[src/sv/fpr_pkg.sv]
package fpr_pkg;

  // Result status codes carried in the low bits of m_tuser.
  localparam logic [1:0] STATUS_OK       = 2'd0;
  localparam logic [1:0] STATUS_TIMEOUT  = 2'd1;
  localparam logic [1:0] STATUS_OVERSIZE = 2'd2;

  // Configuration register indexes.
  localparam logic [1:0] CFG_SYNC    = 2'd0;
  localparam logic [1:0] CFG_OWN     = 2'd1;
  localparam logic [1:0] CFG_BCAST   = 2'd2;
  localparam logic [1:0] CFG_TIMEOUT = 2'd3;

  localparam int CFG_INDEX_W = 2;
  localparam int CFG_DATA_W  = 16;

  // Input kinds carried on s_tuser.
  localparam logic REQ_BYTE = 1'b0;
  localparam logic REQ_TICK = 1'b1;

  localparam int IN_TDATA_W  = 8;
  localparam int OUT_TDATA_W = 64;
  localparam int OUT_TUSER_W = 3;
  localparam int ELAPSED_W   = 17;

  // Commands from the controller to the datapath.
  typedef struct packed {
    logic       frame_clear;
    logic       ld_sender;
    logic       ld_target;
    logic       ld_command;
    logic       ld_length;
    logic       wr_payload;
    logic       ld_check_hi;
    logic       ld_check_lo;
    logic       tick;
    logic       burst_start;
    logic       burst_step;
    logic       out_load;
    logic [1:0] out_status;
  } fpr_cmd_t;

  // Status from the datapath to the controller.
  typedef struct packed {
    logic sync_hit;
    logic over_now;
    logic over_tick;
    logic len_over;
    logic len_zero;
    logic data_done;
    logic target_hit;
    logic length_zero;
    logic burst_last;
    logic out_free;
  } fpr_stat_t;

endpackage

[src/sv/fpr_datapath.sv]
module fpr_datapath #(
  parameter int MAX_PAYLOAD = 32
) (
  input  logic                              clk,
  input  logic                              rst,
  input  logic                              cfg_we,
  input  logic [fpr_pkg::CFG_INDEX_W-1:0]   cfg_index,
  input  logic [fpr_pkg::CFG_DATA_W-1:0]    cfg_data,
  input  logic [fpr_pkg::IN_TDATA_W-1:0]    rx_byte,
  input  fpr_pkg::fpr_cmd_t                 cmd,
  output fpr_pkg::fpr_stat_t                stat,
  input  logic                              m_tready,
  output logic                              m_tvalid,
  output logic [fpr_pkg::OUT_TDATA_W-1:0]   m_tdata,
  output logic [fpr_pkg::OUT_TUSER_W-1:0]   m_tuser,
  output logic                              m_tlast
);
  import fpr_pkg::*;

  localparam int CW = $clog2(MAX_PAYLOAD + 1);
  localparam int AW = (MAX_PAYLOAD > 1) ? $clog2(MAX_PAYLOAD) : 1;

  logic [7:0]           sync_value;
  logic [7:0]           own_address;
  logic [7:0]           broadcast_address;
  logic [15:0]          timeout_ticks;

  logic [7:0]           sender;
  logic [7:0]           target;
  logic [7:0]           command;
  logic [CW-1:0]        length;
  logic [CW-1:0]        count;
  logic [15:0]          check;
  logic [ELAPSED_W-1:0] elapsed;
  logic [AW-1:0]        burst_idx;
  logic [7:0]           rd_data;
  logic [7:0]           payload_mem [MAX_PAYLOAD];

  logic [ELAPSED_W-1:0] elapsed_inc;
  logic [CW-1:0]        count_inc;
  logic [CW-1:0]        idx_inc_ext;
  logic [AW-1:0]        idx_inc;
  logic                 rd_en;
  logic [AW-1:0]        rd_addr;
  logic [15:0]          check_next;
  logic [7:0]           len8;
  logic [7:0]           idx8;
  logic                 is_ok;

  logic [1:0]           o_status;
  logic [7:0]           o_sender;
  logic [7:0]           o_target;
  logic [7:0]           o_command;
  logic [5:0]           o_length;
  logic [4:0]           o_index;
  logic [7:0]           o_byte;
  logic                 o_valid;
  logic [15:0]          o_check;
  logic                 o_last;

  always_ff @(posedge clk) begin
    if (rst) begin
      sync_value        <= 8'd85;
      own_address       <= 8'd1;
      broadcast_address <= 8'd255;
      timeout_ticks     <= 16'd100;
    end else if (cfg_we) begin
      unique case (cfg_index)
        CFG_SYNC:    sync_value        <= cfg_data[7:0];
        CFG_OWN:     own_address       <= cfg_data[7:0];
        CFG_BCAST:   broadcast_address <= cfg_data[7:0];
        CFG_TIMEOUT: timeout_ticks     <= cfg_data[15:0];
      endcase
    end
  end

  assign elapsed_inc = (elapsed == '1) ? elapsed : elapsed + ELAPSED_W'(1);
  assign count_inc   = count + CW'(1);
  assign idx_inc_ext = CW'(burst_idx) + CW'(1);
  assign idx_inc     = burst_idx + AW'(1);
  assign check_next  = cmd.ld_check_lo ? {check[15:8], rx_byte} : check;

  always_comb begin
    stat.sync_hit    = (rx_byte == sync_value);
    stat.over_now    = (elapsed > {1'b0, timeout_ticks});
    stat.over_tick   = (elapsed_inc > {1'b0, timeout_ticks});
    stat.len_over    = ({1'b0, rx_byte} > 9'(MAX_PAYLOAD));
    stat.len_zero    = (rx_byte == 8'd0);
    stat.data_done   = (count_inc >= length);
    stat.target_hit  = (target == own_address) || (target == broadcast_address);
    stat.length_zero = (length == '0);
    stat.burst_last  = (idx_inc_ext == length);
    stat.out_free    = !m_tvalid || m_tready;
  end

  // Frame header, counters and check value.
  always_ff @(posedge clk) begin
    if (rst) begin
      elapsed <= '0;
      count   <= '0;
    end else begin
      if (cmd.frame_clear) begin
        elapsed <= '0;
        count   <= '0;
      end else begin
        if (cmd.tick)       elapsed <= elapsed_inc;
        if (cmd.wr_payload) count   <= count_inc;
      end
    end
  end

  always_ff @(posedge clk) begin
    if (cmd.ld_sender)   sender  <= rx_byte;
    if (cmd.ld_target)   target  <= rx_byte;
    if (cmd.ld_command)  command <= rx_byte;
    if (cmd.ld_length)   length  <= CW'(rx_byte);
    if (cmd.ld_check_hi) check   <= {rx_byte, 8'd0};
    if (cmd.ld_check_lo) check   <= check_next;
  end

  // Payload RAM: written during the data phase, read once per burst beat.
  // The next entry is fetched as the current one moves into the output register.
  assign rd_en   = cmd.burst_start || (cmd.burst_step && !stat.burst_last);
  assign rd_addr = cmd.burst_start ? '0 : idx_inc;

  always_ff @(posedge clk) begin
    if (cmd.wr_payload) payload_mem[count[AW-1:0]] <= rx_byte;
    if (rd_en)          rd_data <= payload_mem[rd_addr];
  end

  always_ff @(posedge clk) begin
    if (cmd.burst_start) burst_idx <= '0;
    else if (cmd.burst_step) burst_idx <= idx_inc;
  end

  // Output register contents.
  assign len8  = 8'(length);
  assign idx8  = 8'(burst_idx);
  assign is_ok = (cmd.out_status == STATUS_OK);

  always_ff @(posedge clk) begin
    if (rst) begin
      m_tvalid <= 1'b0;
    end else if (cmd.out_load) begin
      m_tvalid <= 1'b1;
    end else if (m_tready) begin
      m_tvalid <= 1'b0;
    end
  end

  always_ff @(posedge clk) begin
    if (cmd.out_load) begin
      o_status  <= cmd.out_status;
      o_sender  <= is_ok ? sender : 8'd0;
      o_target  <= is_ok ? target : 8'd0;
      o_command <= is_ok ? command : 8'd0;
      o_length  <= is_ok ? len8[5:0] : 6'd0;
      o_check   <= is_ok ? check_next : 16'd0;
      o_index   <= cmd.burst_step ? idx8[4:0] : 5'd0;
      o_byte    <= cmd.burst_step ? rd_data : 8'd0;
      o_valid   <= cmd.burst_step;
      o_last    <= cmd.burst_step ? stat.burst_last : 1'b1;
    end
  end

  assign m_tdata = {5'd0, o_check, o_byte, o_index, o_length, o_command, o_target, o_sender};
  assign m_tuser = {o_valid, o_status};
  assign m_tlast = o_last;

endmodule

[src/sv/fpr_controller.sv]
module fpr_controller (
  input  logic               clk,
  input  logic               rst,
  input  logic               s_tvalid,
  input  logic               s_tuser,
  output logic               s_tready,
  input  fpr_pkg::fpr_stat_t stat,
  output fpr_pkg::fpr_cmd_t  cmd
);
  import fpr_pkg::*;

  typedef enum logic [3:0] {
    ST_SYNC,
    ST_SENDER,
    ST_TARGET,
    ST_COMMAND,
    ST_LENGTH,
    ST_DATA,
    ST_CHECK_HI,
    ST_CHECK_LO,
    ST_BURST
  } state_t;

  state_t state;
  state_t state_next;
  logic   accept;

  assign s_tready = (state != ST_BURST) && stat.out_free;
  assign accept   = s_tvalid && s_tready;

  always_comb begin
    cmd        = '0;
    state_next = state;
    if (state == ST_BURST) begin
      if (stat.out_free) begin
        cmd.burst_step = 1'b1;
        cmd.out_load   = 1'b1;
        cmd.out_status = STATUS_OK;
        if (stat.burst_last) state_next = ST_SYNC;
      end
    end else if (accept) begin
      if (s_tuser == REQ_TICK) begin
        if (state != ST_SYNC) begin
          cmd.tick = 1'b1;
          if (stat.over_tick) begin
            cmd.out_load   = 1'b1;
            cmd.out_status = STATUS_TIMEOUT;
            state_next     = ST_SYNC;
          end
        end
      end else if (state != ST_SYNC && stat.over_now) begin
        // A lowered timeout is caught on the next byte and wins over the frame.
        cmd.out_load   = 1'b1;
        cmd.out_status = STATUS_TIMEOUT;
        state_next     = ST_SYNC;
      end else begin
        unique case (state)
          ST_SYNC: begin
            if (stat.sync_hit) begin
              cmd.frame_clear = 1'b1;
              state_next      = ST_SENDER;
            end
          end
          ST_SENDER: begin
            cmd.ld_sender = 1'b1;
            state_next    = ST_TARGET;
          end
          ST_TARGET: begin
            cmd.ld_target = 1'b1;
            state_next    = ST_COMMAND;
          end
          ST_COMMAND: begin
            cmd.ld_command = 1'b1;
            state_next     = ST_LENGTH;
          end
          ST_LENGTH: begin
            cmd.ld_length = 1'b1;
            if (stat.len_over) begin
              cmd.out_load   = 1'b1;
              cmd.out_status = STATUS_OVERSIZE;
              state_next     = ST_SYNC;
            end else if (stat.len_zero) begin
              state_next = ST_CHECK_HI;
            end else begin
              state_next = ST_DATA;
            end
          end
          ST_DATA: begin
            cmd.wr_payload = 1'b1;
            if (stat.data_done) state_next = ST_CHECK_HI;
          end
          ST_CHECK_HI: begin
            cmd.ld_check_hi = 1'b1;
            state_next      = ST_CHECK_LO;
          end
          ST_CHECK_LO: begin
            cmd.ld_check_lo = 1'b1;
            state_next      = ST_SYNC;
            if (stat.target_hit) begin
              if (stat.length_zero) begin
                cmd.out_load   = 1'b1;
                cmd.out_status = STATUS_OK;
              end else begin
                cmd.burst_start = 1'b1;
                state_next      = ST_BURST;
              end
            end
          end
          ST_BURST: ;
        endcase
      end
    end
  end

  always_ff @(posedge clk) begin
    if (rst) begin
      state <= ST_SYNC;
    end else begin
      state <= state_next;
    end
  end

endmodule

[src/sv/framed_packet_receiver_top.sv]
// Parses a serial stream of sync, sender, target, command, length, payload and a
// 16-bit check value (high byte first, passed on unverified), with millisecond
// ticks on the same input marked by s_tuser. One byte or tick is taken per cycle
// whenever the output register is free. A frame addressed to own_address or
// broadcast_address with a payload then occupies the block for a burst of one
// beat per payload byte, as the payload RAM delivers one entry per cycle through
// its single read port while m_tready does not stall a beat; an empty payload
// gives one beat with byte_valid low, loaded with the last check byte. The input
// is held off during a burst and whenever m_tready stalls a result. Timeouts and
// oversize lengths give a single beat with last set and all header fields zero.
module framed_packet_receiver_top #(
  parameter int MAX_PAYLOAD = 32
) (
  input  logic                              clk,
  input  logic                              rst,
  input  logic                              cfg_we,
  input  logic [fpr_pkg::CFG_INDEX_W-1:0]   cfg_index,
  input  logic [fpr_pkg::CFG_DATA_W-1:0]    cfg_data,
  input  logic                              s_tvalid,
  output logic                              s_tready,
  input  logic [fpr_pkg::IN_TDATA_W-1:0]    s_tdata,   // [7:0] rx_byte
  input  logic                              s_tuser,   // [0] req_type
  output logic                              m_tvalid,
  input  logic                              m_tready,
  // [7:0] sender, [15:8] target, [23:16] command, [29:24] payload_length,
  // [34:30] payload_index, [42:35] payload_byte, [58:43] check_value, rest zero
  output logic [fpr_pkg::OUT_TDATA_W-1:0]   m_tdata,
  output logic [fpr_pkg::OUT_TUSER_W-1:0]   m_tuser,   // [1:0] status, [2] byte_valid
  output logic                              m_tlast
);
  import fpr_pkg::*;

  fpr_cmd_t  cmd;
  fpr_stat_t stat;

  fpr_controller u_ctrl (
    .clk      (clk),
    .rst      (rst),
    .s_tvalid (s_tvalid),
    .s_tuser  (s_tuser),
    .s_tready (s_tready),
    .stat     (stat),
    .cmd      (cmd)
  );

  fpr_datapath #(
    .MAX_PAYLOAD (MAX_PAYLOAD)
  ) u_dp (
    .clk       (clk),
    .rst       (rst),
    .cfg_we    (cfg_we),
    .cfg_index (cfg_index),
    .cfg_data  (cfg_data),
    .rx_byte   (s_tdata),
    .cmd       (cmd),
    .stat      (stat),
    .m_tready  (m_tready),
    .m_tvalid  (m_tvalid),
    .m_tdata   (m_tdata),
    .m_tuser   (m_tuser),
    .m_tlast   (m_tlast)
  );

  // An input beat is only taken when its result has somewhere to go.
  a_accept_room: assert property (@(posedge clk) disable iff (rst)
    (s_tvalid && s_tready) |-> (!m_tvalid || m_tready))
    else $error("input beat accepted while the output register was blocked");

  // Timeout and oversize results are always single beats.
  a_error_last: assert property (@(posedge clk) disable iff (rst)
    (m_tvalid && m_tuser[1:0] != STATUS_OK) |-> m_tlast)
    else $error("error result without last");

  // Payload bytes only come with accepted frames.
  a_byte_ok: assert property (@(posedge clk) disable iff (rst)
    (m_tvalid && m_tuser[2]) |-> (m_tuser[1:0] == STATUS_OK))
    else $error("payload byte carried with an error status");

  // A burst beat without last is followed by a further beat of the same frame.
  a_burst_cont: assert property (@(posedge clk) disable iff (rst)
    (m_tvalid && m_tready && m_tuser[2] && !m_tlast) |=> (m_tvalid && m_tuser[2]))
    else $error("payload burst broke off before its last beat");

endmodule

[config.mk]
export PLATFORM = sky130hd
export DESIGN_NAME = framed_packet_receiver_top
export DESIGN_NICKNAME = d
export VERILOG_FILES = /design/src/sv/fpr_pkg.sv /design/src/sv/fpr_datapath.sv /design/src/sv/fpr_controller.sv /design/src/sv/framed_packet_receiver_top.sv
export SDC_FILE = /design/constraint.sdc
export NUM_CORES = 1
export LEC_CHECK = 0
export ABC_CLOCK_PERIOD_IN_PS = 6000
export BUFFER_PORTS_ARGS = -buffer_cell sky130_fd_sc_hd__buf_4
export CAP_MARGIN = 25
export CORE_UTILIZATION = 45
export DETAILED_ROUTE_END_ITERATION = 8
export HOLD_SLACK_MARGIN = 0.02
export PLACE_DENSITY_LB_ADDON = 0.3
export SKIP_CTS_REPAIR_TIMING = 1
export SLEW_MARGIN = 25
export SYNTH_ARGS = -nofsm -noshare
export SYNTH_HDL_FRONTEND = slang
export SYNTH_HIERARCHICAL = 1
export SYNTH_SLANG_ARGS = --single-unit
[constraint.sdc]
create_clock -name clk -period 6 [get_ports clk]
set_input_delay 0.6 -clock clk [delete_from_list [all_inputs] [get_ports clk]]
set_output_delay 0.6 -clock clk [all_outputs]
set_load 0.02 [all_outputs]
* After elaboration in Yosys (flattened, before gate mapping)
Memory sizes are Yosys's and may differ from the RTL's. A register that Yosys moved wholly into a read port is not among the register bits.
Index checks and enable logic that the tools add are counted.
** Word-level totals
- Register bits :: 182
- Bits in writable memories :: 256
- Output and inout port bits :: 70
- Memories :: 1
** Memory list
- u_dp.payload_mem :: words 32, width 8, read ports 1, clocked after Yosys merged registers in 1, write ports 1, RTL line fpr_datapath.sv:37 : logic [7:0] payload_mem [MAX_PAYLOAD];
** Cells by class
- $add $sub $neg :: 4
- $lt $le $gt $ge :: 4
- Equality and inequality tests :: 23
- Muxes and demuxes :: 56
- Reduce and logical (&&, ||, !) cells :: 25
** Operators with widths (number)
- 2-to-1 mux 4 bit :: 13
- > comparator 17 x 16 -> 1 bit :: 2
- 2-to-1 mux 16 bit :: 2
- one-hot mux 4 bit (8 select lines) :: 1
- 2-to-1 mux 3 bit :: 10
- == test 8 bit :: 3
- 2-to-1 mux 8 bit :: 3
- 2-to-1 mux 1 bit :: 21
- 2-to-1 mux 10 bit :: 2
- adder 17 x 1 -> 17 bit (second input constant) :: 1
- == test 17 bit (second input constant) :: 1
- 2-to-1 mux 17 bit :: 1
- == test 4 x 3 -> 1 bit (second input constant) :: 4
- nonzero test 11 bit :: 1
- != test 5 x 3 -> 1 bit (second input constant) :: 2
- == test 4 x 2 -> 1 bit (second input constant) :: 2
- > comparator 8 x 6 -> 1 bit (second input constant) :: 1
- zero test 8 bit :: 1
- AND reduction 2 bit :: 4
- AND reduction 8 bit :: 1
- adder 5 x 1 -> 6 bit (second input constant) :: 1
- adder 6 x 1 -> 6 bit (second input constant) :: 1
- == test 6 bit :: 1
- greater-or-equal comparator 6 bit :: 1
- other kinds (20) :: 32

* Logic depth before layout (Yosys ltp)
- Word-level depth :: 10
- Mapped depth :: 19
- Mapped depth without buffers :: 18

* Cells and area by module
Netlist, hierarchy kept.
** By module, submodules not included
- fpr_datapath :: instances 1, cells each 1288, area an instance 18574.1 sq um, sequential area each 12582.1 sq um
- fpr_controller :: instances 1, cells each 75, area an instance 533.0 sq um, sequential area each 80.1 sq um

* Least setup slack after synthesis
No wires, ideal clock.
- Kind :: flip-flop to flip-flop
- Start :: register u_dp.elapsed[1]
- End :: register u_dp.o_last (netlist: u_dp/m_tlast), enable pin
- Setup time :: 0.420 ns
- Arrival :: 4.195 ns
- Required time :: 5.580 ns
- Setup slack :: 1.384 ns
- Stages on the path, launching flop included :: 16
- Cell sequence :: dfxtp_1 -> ha_1 -> and4_1 -> and3_1 -> nor3b_1 -> nand3_1 -> xnor2_1 -> ha_1 -> and4_1 -> nand3_1 -> o32ai_1 -> a21oi_1 -> a211o_1 -> nand2_1 -> a21boi_0 -> a21o_1
** RTL lines
- from (decl) :: RTL line fpr_datapath.sv:34 : logic [ELAPSED_W-1:0] elapsed;
- from (signal assigned) :: RTL line fpr_datapath.sv:106 : if (cmd.tick) elapsed <= elapsed_inc;
- to (signal assigned) :: RTL line fpr_datapath.sv:162 : o_last <= cmd.burst_step ? stat.burst_last : 1'b1;
- to (decl) :: RTL line fpr_datapath.sv:59 : logic o_last;

==> flow_metrics.env <==
export IMPL_outcome="finished clean"
export IMPL_ioPinCount=102
export IMPL_async_flop_share_pct=0
export IMPL_hold_slack_ps=294
export IMPL_p_leak_nw=7.38
export IMPL_initial_utilization_pct=45.6
export IMPL_finalCriticalPeriod_ps=4890
export IMPL_dpl_hpwl_um=27200
export IMPL_grt_setup_unrepaired="no"
export IMPL_synth_area_mux_share_pct=6.72
export IMPL_path_max_fanout=64
export IMPL_whs_endpoint="u_dp/sync_value[0]$_SDFFE_PP1P_"
export IMPL_setup_tns_ps=0
export IMPL_cts_sinks=446
export IMPL_grt_pass1_vias=10962
export IMPL_crit_slowest_cell="a2111oi_0"
export IMPL_gr_total_overflow=0
export IMPL_diodes=0
export IMPL_vias=11328
export IMPL_synth_top_family_by_area="simple AND/OR/NAND/NOR gates"
export IMPL_yosysWarnings=6
export IMPL_insertion_delay_ps=560
export IMPL_cts_htree_levels=2
export IMPL_cts_inserted_buffers=45
export IMPL_rows=75
export IMPL_max_stage_delay_ps=680
export IMPL_worstHoldPathType="input pin to flip-flop"
export IMPL_clock_skew_ps=19.2
export IMPL_drc=0
export IMPL_synthFlopType="edfxtp_1"
export IMPL_ys_top_cells_by_area="edfxtp_1 59%, dfxtp_1 7.6%, mux4_2 3.2%"
export IMPL_cts_tree="built"
export IMPL_netlist_area_leader_share_pct=58.6
export IMPL_synth_seq_cells=446
export IMPL_clk_path_buf_depth=3
export IMPL_syn_area_per_cell_um2=14.0
export IMPL_hold_violations=0
export IMPL_clock_root_buffer="clkbuf_16"
export IMPL_drv_cap=0
export IMPL_io_buffers=96
export IMPL_viasPerCell=5.57
export IMPL_synthAdderAreaFrac_pct=2.88
export IMPL_antenna_found_initial=3
export IMPL_r2r_cells=15
export IMPL_crit_chain="ha_1 -> and4_1 -> and3_1 -> nor3b_1 -> nand3_1 -> xnor2_1 -> ha_1 -> and4_1 -> a2111oi_0 -> o2111ai_1 -> a211o_1 -> nand2_1 -> a21boi_0 -> a21o_2 -> buf_4"
export IMPL_avgRoutedWirePerCell_um=20.6
export IMPL_maxSlewHeadroom_pct=38.3
export IMPL_fin_nets=1536
export IMPL_fillers=3514
export IMPL_finish_utilization_pct=51.9
export IMPL_synth_compound_area_share_pct=6.48
export IMPL_reg2reg_slack_ps=1110
export IMPL_yosysTopAreaCell="edfxtp_1"
export IMPL_holdPathStages=2
export IMPL_yosysMostFrequentCell="edfxtp_1"
export IMPL_globalplace_congestion=0.838
export IMPL_synth_area_um2=19100
export IMPL_pwr_density_cell_nw_per_um2=288
export IMPL_track_usage_pct=19.3
export IMPL_cp_arrival_ps=5080
export IMPL_post_route_period_util_pct=81.5
export IMPL_synth_common_cells="373 x edfxtp_1, 102 x nor2_1, 101 x nand2_1"
export IMPL_cp_start_kind="flip-flop"
export IMPL_core_area_um2=41900
export IMPL_drive_gt1_share_pct=15.9
export IMPL_grt_max_degree=65
export IMPL_syn_inst=1363
export IMPL_die_h_um=208
export IMPL_max_freq_ghz=0.204
export IMPL_drt_iter0_markers=957
export IMPL_drv_slew=0
export IMPL_yosysSeqAreaShare_pct=66.3
export IMPL_regToRegEndpoint="u_dp/o_index[0]$_SDFFCE_PN0P_"
export IMPL_reg2reg_from="u_dp/elapsed[1]$_SDFFE_PP0P_"
export IMPL_first_pass_iters=5
export IMPL_worst_path_buf_inv=1
export IMPL_cp_required_ps=6190
export IMPL_yosys_area_share_simple_pct=11.4
export IMPL_critPathKind="flip-flop to flip-flop"
export IMPL_die_area_um2=43300
export IMPL_drtAntennaViolNets=0
export IMPL_critPathTopFamily="compound AO/OA/AOI/OAI gates"
export IMPL_tightestPinTransition_ps=922
export IMPL_finalSetupViolCount=0
export IMPL_grt_first_pass_wirelength_um=64400
export IMPL_ir_worst_vdd_mv=0.168
export IMPL_die_x_um=208
export IMPL_synth_edf_count=373
export IMPL_wl_um=42000
export IMPL_synthToLayoutAreaGrowth_pct=14.0
export IMPL_synth_cell_type_count=72
export IMPL_clk_pin_slew_ps=60
export IMPL_hp_start="cfg_data[0]"
export IMPL_cp_end_kind="flip-flop"
export IMPL_synthXorXnorAreaFrac_pct=3.61
## placed cells by master (no fill, tap or decap), types with 11 or more instances in the layout
| cell | count |
|---|---|
| inv_1 | 31 |
| mux2i_1 | 54 |
| nor2b_1 | 12 |
| o22ai_1 | 16 |
| xnor2_1 | 42 |
| a211o_1 | 11 |
| nand4_1 | 20 |
| nand2_1 | 101 |
| dfxtp_1 | 72 |
| o21ai_0 | 18 |
| mux4_2 | 27 |
| o221ai_1 | 14 |
| ha_1 | 44 |
| nor2_1 | 101 |
| xor2_1 | 29 |
| and2_1 | 65 |
| nand3b_1 | 11 |
| edfxtp_1 | 373 |
| clkbuf_16 | 45 |
| nand3_1 | 28 |
| a21oi_1 | 52 |
| nor3_1 | 21 |
| buf_4 | 116 |
## per-layer routing
layer | vias up | GRT usage, % | wire length [um] | part of all wire (%)
met5 | - | 0 | 24 | 0.057
met4 | 4 | 6.05 | 1000 | 2.4
met3 | 73 | 2.84 | 2570 | 6.1
met2 | 398 | 30.0 | 19100 | 45
met1 | 5564 | 28.0 | 19300 | 46
li1 | 5289 | - | - | -
## cell type report
cell class	instances	area, um2	area share, %
well taps	539	674	3.10
clock buffers	55	1170	5.39
flip-flops and latches	446	12700	58.2
repair buffers	117	891	4.09
multi-input cells	818	6000	27.5
clock inverters	26	255	1.17
inverters	32	120	0.552
## worst max-delay path by stage
stage / from / end / cells after the start
floorplan: u_dp/elapsed[1]$_SDFFE_PP0P_ / u_dp/m_tlast$_SDFFCE_PN1P_ / 15
global placement: u_dp/elapsed[1]$_SDFFE_PP0P_ / u_dp/o_index[2]$_SDFFCE_PN0P_ / 15
detailed placement: u_dp/elapsed[1]$_SDFFE_PP0P_ / u_dp/o_index[2]$_SDFFCE_PN0P_ / 17
CTS: u_dp/elapsed[1]$_SDFFE_PP0P_ / u_dp/o_byte[3]$_SDFFCE_PN0P_ / 17
global route: u_dp/elapsed[1]$_SDFFE_PP0P_ / u_dp/o_byte[7]$_SDFFCE_PN0P_ / 17
finish: u_dp/elapsed[1]$_SDFFE_PP0P_ / u_dp/o_index[0]$_SDFFCE_PN0P_ / 15
## logic make-up (layout without fill, tap and decap cells)
group | Yosys count | after routing
fa+ha+maj | 44 | 44
flops | 446 | 446
mux | 89 | 89
simple gates | 425 | 425
buf+inv | 103 | 230
xor+xnor | 75 | 75
other cells | 1 | 5
compound gates | 180 | 180
## metrics by stage
stage	cell area, um2	total power, mW	instances	setup slack [ps]
5_1_grt	21800	6.46	2033	671
4_1_cts	21800	6.34	2033	1140
2_1_floorplan	19100	3.53	1367	1380
6_report	21800	6.27	2033	1110
3_3_place_gp	20300	3.62	1952	1350
3_5_place_dp	20300	3.62	1952	1170
## worst reg2reg max path, cell delays in order (launching register included)
cell and delay [ps]:
dfxtp_1 410, ha_1 270, and4_1 270, and3_1 240
nor3b_1 470, nand3_1 160, xnor2_1 160, ha_1 300
and4_1 200, a2111oi_0 680, o2111ai_1 210, a211o_1 350
nand2_1 70, a21boi_0 110, a21o_2 200, buf_4 360
## state kept, by name (all words and copies together) (netlist names), 8 cells and up
register and count:
u_dp/broadcast_address 8, u_dp/check 16, u_dp/command 8, u_dp/elapsed 17, u_dp/o_byte 8, u_dp/o_check 16
u_dp/o_command 8, u_dp/o_sender 8, u_dp/o_target 8, u_dp/own_address 8, u_dp/payload_mem 256, u_dp/rd_data 8
u_dp/sender 8, u_dp/sync_value 8, u_dp/target 8, u_dp/timeout_ticks 16
## where the power goes
part / switching [mW] / internal (mW) / total (mW)
clock: 1.15 / 1.57 / 2.72
combinational: 0.119 / 0.0580 / 0.177
sequential: 0.0104 / 3.37 / 3.38
Note: power is estimated with default switching activity, not from simulation.
